<file path="src/rtl/wve_pkg.sv">
// Shared types, codes and constants of the wavetable voice.
`timescale 1ns / 1ps
`default_nettype none

package wve_pkg;

  // Wave table geometry
  localparam int unsigned TABLE_DEPTH = 512;
  localparam int unsigned TABLE_AW    = 9;
  localparam int unsigned SAMPLE_W    = 16;

  // Envelope point layout
  localparam int unsigned POINT_W = 40;
  localparam int unsigned LEVEL_W = 24;
  localparam int unsigned DUR_W   = 16;
  localparam int unsigned SLOPE_W = LEVEL_W + 1;

  // Divider: one quotient bit per step over the level magnitude
  localparam int unsigned DIV_STEPS = LEVEL_W;
  localparam int unsigned DIV_CNT_W = $clog2(DIV_STEPS);

  // Configuration port
  localparam int unsigned CFG_IDX_W  = 3;
  localparam int unsigned CFG_DATA_W = 40;

  typedef enum logic [CFG_IDX_W-1:0] {
    CFG_BASE_STEP    = 3'd0,
    CFG_SWEEP_STEP   = 3'd1,
    CFG_STEP_HIGH    = 3'd2,
    CFG_STEP_LOW     = 3'd3,
    CFG_FIRST_POINT  = 3'd4,
    CFG_SECOND_POINT = 3'd5,
    CFG_THIRD_POINT  = 3'd6,
    CFG_SUSTAIN_EN   = 3'd7
  } cfg_idx_t;

  typedef enum logic [1:0] {
    KIND_TICK    = 2'd0,
    KIND_NOTE_ON = 2'd1,
    KIND_RELEASE = 2'd2,
    KIND_WRITE   = 2'd3
  } kind_t;

  // Divider request and response
  typedef struct packed {
    logic               start;
    logic [LEVEL_W-1:0] from_level;
    logic [LEVEL_W-1:0] to_level;
    logic [DUR_W-1:0]   dur;
  } div_req_t;

  typedef struct packed {
    logic                      done;
    logic signed [SLOPE_W-1:0] quotient;
  } div_rsp_t;

  function automatic logic [LEVEL_W-1:0] pt_level(input logic [POINT_W-1:0] p);
    return p[POINT_W-1:DUR_W];
  endfunction

  function automatic logic [DUR_W-1:0] pt_dur(input logic [POINT_W-1:0] p);
    return p[DUR_W-1:0];
  endfunction

endpackage

`default_nettype wire

</file>
<file path="src/rtl/wve_div.sv">
// Iterative signed slope divider: (to - from) / dur, truncating toward zero.
`timescale 1ns / 1ps
`default_nettype none

module wve_div (
  input  wire logic              clk,
  input  wire logic              rst_n,
  input  wire wve_pkg::div_req_t req,
  output wve_pkg::div_rsp_t      rsp
);

  logic                                 busy_r, busy_nxt;
  logic                                 done_r, done_nxt;
  logic                                 neg_r, neg_nxt;
  logic [wve_pkg::DIV_CNT_W-1:0]        cnt_r, cnt_nxt;
  logic [wve_pkg::DUR_W-1:0]            rem_r, rem_nxt;
  logic [wve_pkg::DUR_W-1:0]            dvs_r, dvs_nxt;
  logic [wve_pkg::LEVEL_W-1:0]          quo_r, quo_nxt;

  logic signed [wve_pkg::SLOPE_W-1:0]   diff;
  logic [wve_pkg::SLOPE_W-1:0]          mag;
  logic [wve_pkg::DUR_W:0]              trial;
  logic [wve_pkg::DUR_W:0]              trial_sub;
  logic                                 ge;

  // Signed difference and its magnitude
  assign diff = $signed({1'b0, req.to_level}) - $signed({1'b0, req.from_level});
  assign mag  = diff[wve_pkg::SLOPE_W-1] ? (~diff + 1'b1) : diff;

  // One restoring step
  assign trial     = {rem_r, quo_r[wve_pkg::LEVEL_W-1]};
  assign ge        = (trial >= {1'b0, dvs_r});
  assign trial_sub = trial - {1'b0, dvs_r};

  always_comb begin
    busy_nxt = busy_r;
    done_nxt = 1'b0;
    neg_nxt  = neg_r;
    cnt_nxt  = cnt_r;
    rem_nxt  = rem_r;
    dvs_nxt  = dvs_r;
    quo_nxt  = quo_r;
    if (req.start) begin
      // load operands; a zero duration answers zero at once
      rem_nxt = '0;
      dvs_nxt = req.dur;
      cnt_nxt = '0;
      if (req.dur == '0) begin
        quo_nxt  = '0;
        neg_nxt  = 1'b0;
        done_nxt = 1'b1;
        busy_nxt = 1'b0;
      end else begin
        quo_nxt  = mag[wve_pkg::LEVEL_W-1:0];
        neg_nxt  = diff[wve_pkg::SLOPE_W-1];
        busy_nxt = 1'b1;
      end
    end else if (busy_r) begin
      // shift in one quotient bit
      rem_nxt = ge ? trial_sub[wve_pkg::DUR_W-1:0] : trial[wve_pkg::DUR_W-1:0];
      quo_nxt = {quo_r[wve_pkg::LEVEL_W-2:0], ge};
      cnt_nxt = cnt_r + 1'b1;
      if (cnt_r == wve_pkg::DIV_CNT_W'(wve_pkg::DIV_STEPS - 1)) begin
        busy_nxt = 1'b0;
        done_nxt = 1'b1;
      end
    end
  end

  always_ff @(posedge clk) begin
    if (!rst_n) begin
      busy_r <= 1'b0;
      done_r <= 1'b0;
      cnt_r  <= '0;
    end else begin
      busy_r <= busy_nxt;
      done_r <= done_nxt;
      cnt_r  <= cnt_nxt;
    end
  end

  always_ff @(posedge clk) begin
    neg_r <= neg_nxt;
    rem_r <= rem_nxt;
    dvs_r <= dvs_nxt;
    quo_r <= quo_nxt;
  end

  // Apply the sign to the magnitude quotient
  always_comb begin
    rsp.done     = done_r;
    rsp.quotient = neg_r ? $signed(~{1'b0, quo_r} + 1'b1) : $signed({1'b0, quo_r});
  end

endmodule

`default_nettype wire

</file>
<file path="config.mk">
export PLATFORM = sky130hd
export DESIGN_NAME = wve_div
export DESIGN_NICKNAME = d
export VERILOG_FILES = /design/src/rtl/wve_pkg.sv /design/src/rtl/wve_div.sv
export SDC_FILE = /design/constraint.sdc
export NUM_CORES = 1
export LEC_CHECK = 0
export BUFFER_PORTS_ARGS = -buffer_cell sky130_fd_sc_hd__buf_2
export CAP_MARGIN = 20
export CORE_UTILIZATION = 37
export CTS_BUF_LIST = sky130_fd_sc_hd__clkbuf_4
export DETAILED_ROUTE_END_ITERATION = 8
export SLEW_MARGIN = 20
export SYNTH_ARGS = -nofsm -noshare
export SYNTH_HDL_FRONTEND = slang
export SYNTH_SLANG_ARGS = --single-unit
</file>
<file path="constraint.sdc">
create_clock -name clk -period 5.1 [get_ports clk]
set_input_delay 0.255 -clock clk [delete_from_list [all_inputs] [get_ports clk]]
set_output_delay 0.255 -clock clk [all_outputs]
set_load 0.02 [all_outputs]
</file>
# Yosys cells after proc, flatten, opt, wreduce, memory -nomap -nowiden
# Index checks and enable logic that the tools add are counted.
word_totals:
  regBits: 64
  output_inout_bits: 26
  wordCells: 34
op_classes:
  add_sub_neg: 5
  order_cmp: 1
  eq_ne: 1
  n_mux: 14
  bitwise_logic: 3
  n_reduce_logical: 3
op_table:
  columns: ["op", "n"]
  rows:
  - ["24-bit two-way mux", 4]
  - ["25-bit by 1-bit adder with 25-bit output (second input constant)", 1]
  - ["25-bit two-way mux", 1]
  - ["24-bit inverter with 25-bit output", 1]
  - ["24-bit by 24-bit subtractor with 25-bit output", 1]
  - ["24-bit by 1-bit adder with 24-bit output (second input constant)", 1]
  - ["24-bit inverter", 1]
  - ["17-bit by 16-bit greater-or-equal comparator with 1-bit output", 1]
  - ["16-bit logical NOT", 1]
  - ["16-bit two-way mux", 1]
  - ["16-bit subtractor", 1]
  - ["1-bit two-way mux", 8]
  - ["5-bit by 1-bit adder with 5-bit output (second input constant)", 1]
  - ["5-bit == test (second input constant)", 1]
  - ["2-bit nonzero test", 1]
  - ["2-bit OR reduction", 1]
  - ["1-bit inverter", 1]

# Logic depth before layout (Yosys ltp)
logic_depth:
  depth_word: 6
  depth_mapped: 14

# Worst setup path before layout
# No wires, ideal clock.
synth_timing:
  path_type: "input to register"
  start: "input req[16] (netlist bit)"
  end: "register quo_r[21] (netlist bit) (data pin)"
  t_arrival_ns: 2.961
  t_required_ns: 4.839
  slack_ns: 1.878
  cell_stages: 13
  n_path_buf: 1
  cell_sequence: "inv_1 > ha_1 > fa_1 > nand2b_1 > a211oi_2 > o31ai_1 > a21boi_0 > o221ai_2 > nor4b_2 > and4_1 > clkbuf_1 > a2111o_1 > nand3_1"
synth_between:
  elab_chain_len: 6
synth_lines:
  columns: ["item", "line", "source"]
  rows:
  - ["start: declaration", "wve_div.sv:8", "input wire wve_pkg::div_req_t req,"]
  - ["24-bit by 24-bit subtractor with 25-bit output (*)", "wve_div.sv:27", "assign diff = $signed({1'b0, req.to_level}) - $signed({1'b0, req.from_level});"]
  - ["24-bit inverter", "wve_div.sv:28", "assign mag = diff[wve_pkg::SLOPE_W-1] ? (~diff + 1'b1) : diff;"]
  - ["24-bit by 1-bit adder with 24-bit output", "wve_div.sv:28", null]
  - ["24-bit two-way mux (*)", "wve_div.sv:28", null]
  - ["24-bit two-way mux (*)", "wve_div.sv:48", "if (req.dur == '0) begin"]
  - ["24-bit two-way mux (*)", "wve_div.sv:43", "if (req.start) begin"]
  - ["net quo_nxt (one bit)", "wve_div.sv:18", "logic [wve_pkg::LEVEL_W-1:0] quo_r, quo_nxt;"]
  - ["end signal: assignment", "wve_div.sv:86", "quo_r <= quo_nxt;"]
  - ["end: declaration", "wve_div.sv:18", null]
# The timed path passes the listed nets; every way through them passes the cells marked *.
# A chain may end at the register's enable or synchronous reset.

# Worst setup path in the final report
layout_timing:
  start: "register dvs_r[1] (netlist bit)"
  end: "register rem_r[0] (netlist bit)"
layout_between:
  elab_chain_len: 2
layout_lines:
  columns: ["item", "line", "source"]
  rows:
  - ["start: declaration", "wve_div.sv:17", "logic [wve_pkg::DUR_W-1:0] dvs_r, dvs_nxt;"]
  - ["start signal: assignment", "wve_div.sv:85", "dvs_r <= dvs_nxt;"]
  - ["17-bit by 16-bit greater-or-equal comparator with 1-bit output", "wve_div.sv:32", "assign ge = (trial >= {1'b0, dvs_r});"]
  - ["16-bit two-way mux", "wve_div.sv:60", "rem_nxt = ge ? trial_sub[wve_pkg::DUR_W-1:0] : trial[wve_pkg::DUR_W-1:0];"]
  - ["end signal: assignment", "wve_div.sv:84", "rem_r <= rem_nxt;"]
  - ["end: declaration", "wve_div.sv:16", "logic [wve_pkg::DUR_W-1:0] rem_r, rem_nxt;"]
# No other way between the ends.

==> impl_metrics.toml <==
[placement]
dp_hpwl_mm = 11.2
routabilityCongestion = 0.873
io_buffers = 92
place_area_sq_mm = 0.00662

[floorplan]
die_h_um = 129
dieArea_sq_mm = 0.0167
io_pins = 93
fp.dieW_um = 129
coreArea_sq_mm = 0.0158
rows = 46
initial_utilization = 0.378

[logic_synthesis]
synthXorXnorAreaFrac = 0.0995
syn_avg_cell_area_sq_um = 8.36
synth.area.top_cells = "edfxtp_1 21%, ha_1 9.0%, dfxtp_1 7.7%"
synth-compound-area-share = 0.227
synth_mux_area_frac = 0.0290
syn_nets = 828
ys_ff_latch = 64
yosysSeqAreaShare = 0.282
synthFlopType = "edfxtp_1"
async_reset_ff_frac = 0
synth.distinct_cells = 75
synth_top_family_by_area = "compound AO/OA/AOI/OAI gates"
synth-simple-area-share = 0.200
synth_top_cell_area_share = 0.206
synth_area_leader_cell = "edfxtp_1"
synth_edf_count = 41
ys_warn_count = 0
synthCells = 716
syn_area_sq_mm = 0.00599
yosys.area_share.adder = 0.0965

[hold_path]
hp-class = "input pin to register"
hp-start = "req[1]"

[route]
first_pass_iters = 5
final_antenna_net_count = 0
wl_per_cell_um = 14.0
vias = 5424
drt_iter0_markers = 253
routed_wl_mm = 14.3
vias_per_cell = 5.30
drc = 0

[power_and_ir_drop]
p_int_mw = 1.15
power.density_mw_per_mm2 = 275
p_comb_frac = 0.452
p_switching_mw = 0.731
p_clk_frac = 0.186
swShare = 0.388
ir_drop_uv = 88.6
total_power_mw = 1.89
pwr-share-seq = 0.362
p_leak_nw = 2.93

[setup_path]
worst-path-max-fanout = 11
arrival_ns = 3.87
critPathKind = "register to register"
crit_required_ns = 5.43
crit_path_start = "dvs_r[1]$_DFFE_PP_"
cp-start-kind = "register"
critPathCaptureType = "register"
r2r_start = "dvs_r[1]$_DFFE_PP_"

[clocking]
cts_buffer_depth = 2
cts_root_buf = "clkbuf_4"
clk_latency_ns = 0.42
clkTransAtPathRegs_ns = 0.10
cts_resized = 0
cts_num_sinks = 64
htreeDepth = 3
numCtsBuffers = 9
cts_tree = "yes"

[cells_and_area]
nets = 914
post-route-cell-area_sq_mm = 0.00685
final_cell_mix = "92 x buf_2, 67 x nor2_1, 66 x inv_1"
drive_above_1_share = 0.175
layout_commonest_cell = "buf_2"
area_growth_pct = 14.4

[sta]
fin_crit_ns = 3.54
slew_viol_final = 0
worst_pin_slew_ns = 0.770
hold_violations = 0
timing.hold.ws_ns = 0.0366
fmax_mhz = 282
timing.final.crit_share = 0.694
skew_ns = 0.0218
rsz0062_at_grt = "false"
setup-violations-final = 0
fin_tns_setup_ns = 0
slew_headroom = 0.486

[global_route]
grt_pass1_wl_mm = 23.9
antenna_found_initial = 1
grt-ovfl-total = 0
grt_use_met1 = 0.220
grt.met3_usage = 0.0268
grt_max_degree = 45
grt_usage = 0.178
met2_usage = 0.318
grt.busiest_layer = "met2"
grt_pass1_vias = 5083

[job]
cap_viol_max_count = 0

[run_status]
status = "completed"
==> state kept, by name, indices dropped and copies added (netlist names) <==
register and count:
busy_r 1, quo_r 24, dvs_r 16, rem_r 16
done_r 1, neg_r 1, cnt_r 5
==> worst max-delay path: stages, from the launching register on <==
cell and delay, ns:
edfxtp_1 0.44, inv_1 0.08, ha_1 0.23, nor2b_1 0.13, o21ai_0 0.18, a21boi_0 0.15
o21ai_0 0.32, a211oi_1 0.17, or2_2 0.36, a21oi_2 0.50, buf_4 0.32, mux2_2 0.35
a211oi_1 0.22
==> what timing repair did <==
action                                  CTS  global route
endpoints found under the setup margin    0             0
buffers inserted                          0             0
hold buffers                              9             0
endpoints found under the hold margin     9             0
==> logic make-up (layout without fill, tap and decap cells) <==
group	after synthesis	in the layout
and+or+nand+nor	235	235
AOI/OAI and AO/OA	190	190
buffers and inverters	97	188
xor gates and xnor gates	68	68
DFF	64	64
adders and majority gates	45	45
muxes	17	17
other	0	1
==> path summary, 6_finish.rpt <==
check	to	slack, ns	cells after the start
worst min register to register	rem_r[15]$_SDFFE_PP0P_	0.51	2
worst max-delay path	rem_r[0]$_SDFFE_PP0P_	1.56	12
worst max register to register	rem_r[0]$_SDFFE_PP0P_	1.56	12
worst min-delay path	dvs_r[1]$_DFFE_PP_	0.04	1
==> cells in the mapped netlist, types with 7 or more instances <==
master,instances
nor2_1,67
inv_1,66
nand2_1,50
xnor2_1,46
ha_1,43
edfxtp_1,41
a21oi_1,32
o21ai_0,30
dfxtp_1,23
clkbuf_1,22
xor2_1,22
nor3_1,19
nand3_1,17
a211oi_1,15
mux2i_1,14
o22ai_1,12
o31ai_1,12
a31oi_1,11
a21o_1,10
nor4_1,9
nor2b_1,8
a21boi_0,7
a22o_1,7
and3_1,7
nand2b_1,7
or2_2,7
==> final cells by class <==
cell class	count	area [sq um]
fillers	1585	8980
multi-input cells	555	3910
flip-flops and latches	64	1690
repair buffers	106	588
well taps	216	270
inverters	66	248
clock buffers	14	105
clock inverters	2	33.8
diodes	1	2.50
==> routing by layer <==
layer  part of all wire  vias up
met5                  0        -
met4              0.014        0
met3              0.029       16
met2               0.49      103
met1               0.46     2501
li1                   -     2804
==> power groups by stage <==
stage | Combinational, mW | Clock, mW | Sequential [mW]
4_1_cts | 0.855 | 0.360 | 0.684
6_report | 0.852 | 0.350 | 0.683
3_3_place_gp | 0.843 | 0 | 0.694
2_1_floorplan | 0.642 | 0 | 0.674
5_1_grt | 0.949 | 0.380 | 0.693
3_5_place_dp | 0.846 | 0 | 0.695
==> metrics by stage <==
| step | std cells | utilization | setup WS [ns] |
|---|---|---|---|
| CTS | 1023 | 0.433 | 1.55 |
| finish | 1024 | 0.433 | 1.56 |
| floorplan | 716 | - | 1.88 |
| global placement | 998 | 0.418 | 1.48 |
| global route | 1024 | 0.433 | 1.22 |
| detailed placement | 998 | 0.418 | 1.40 |
No activity file was read; power rests on OpenSTA's default activity.
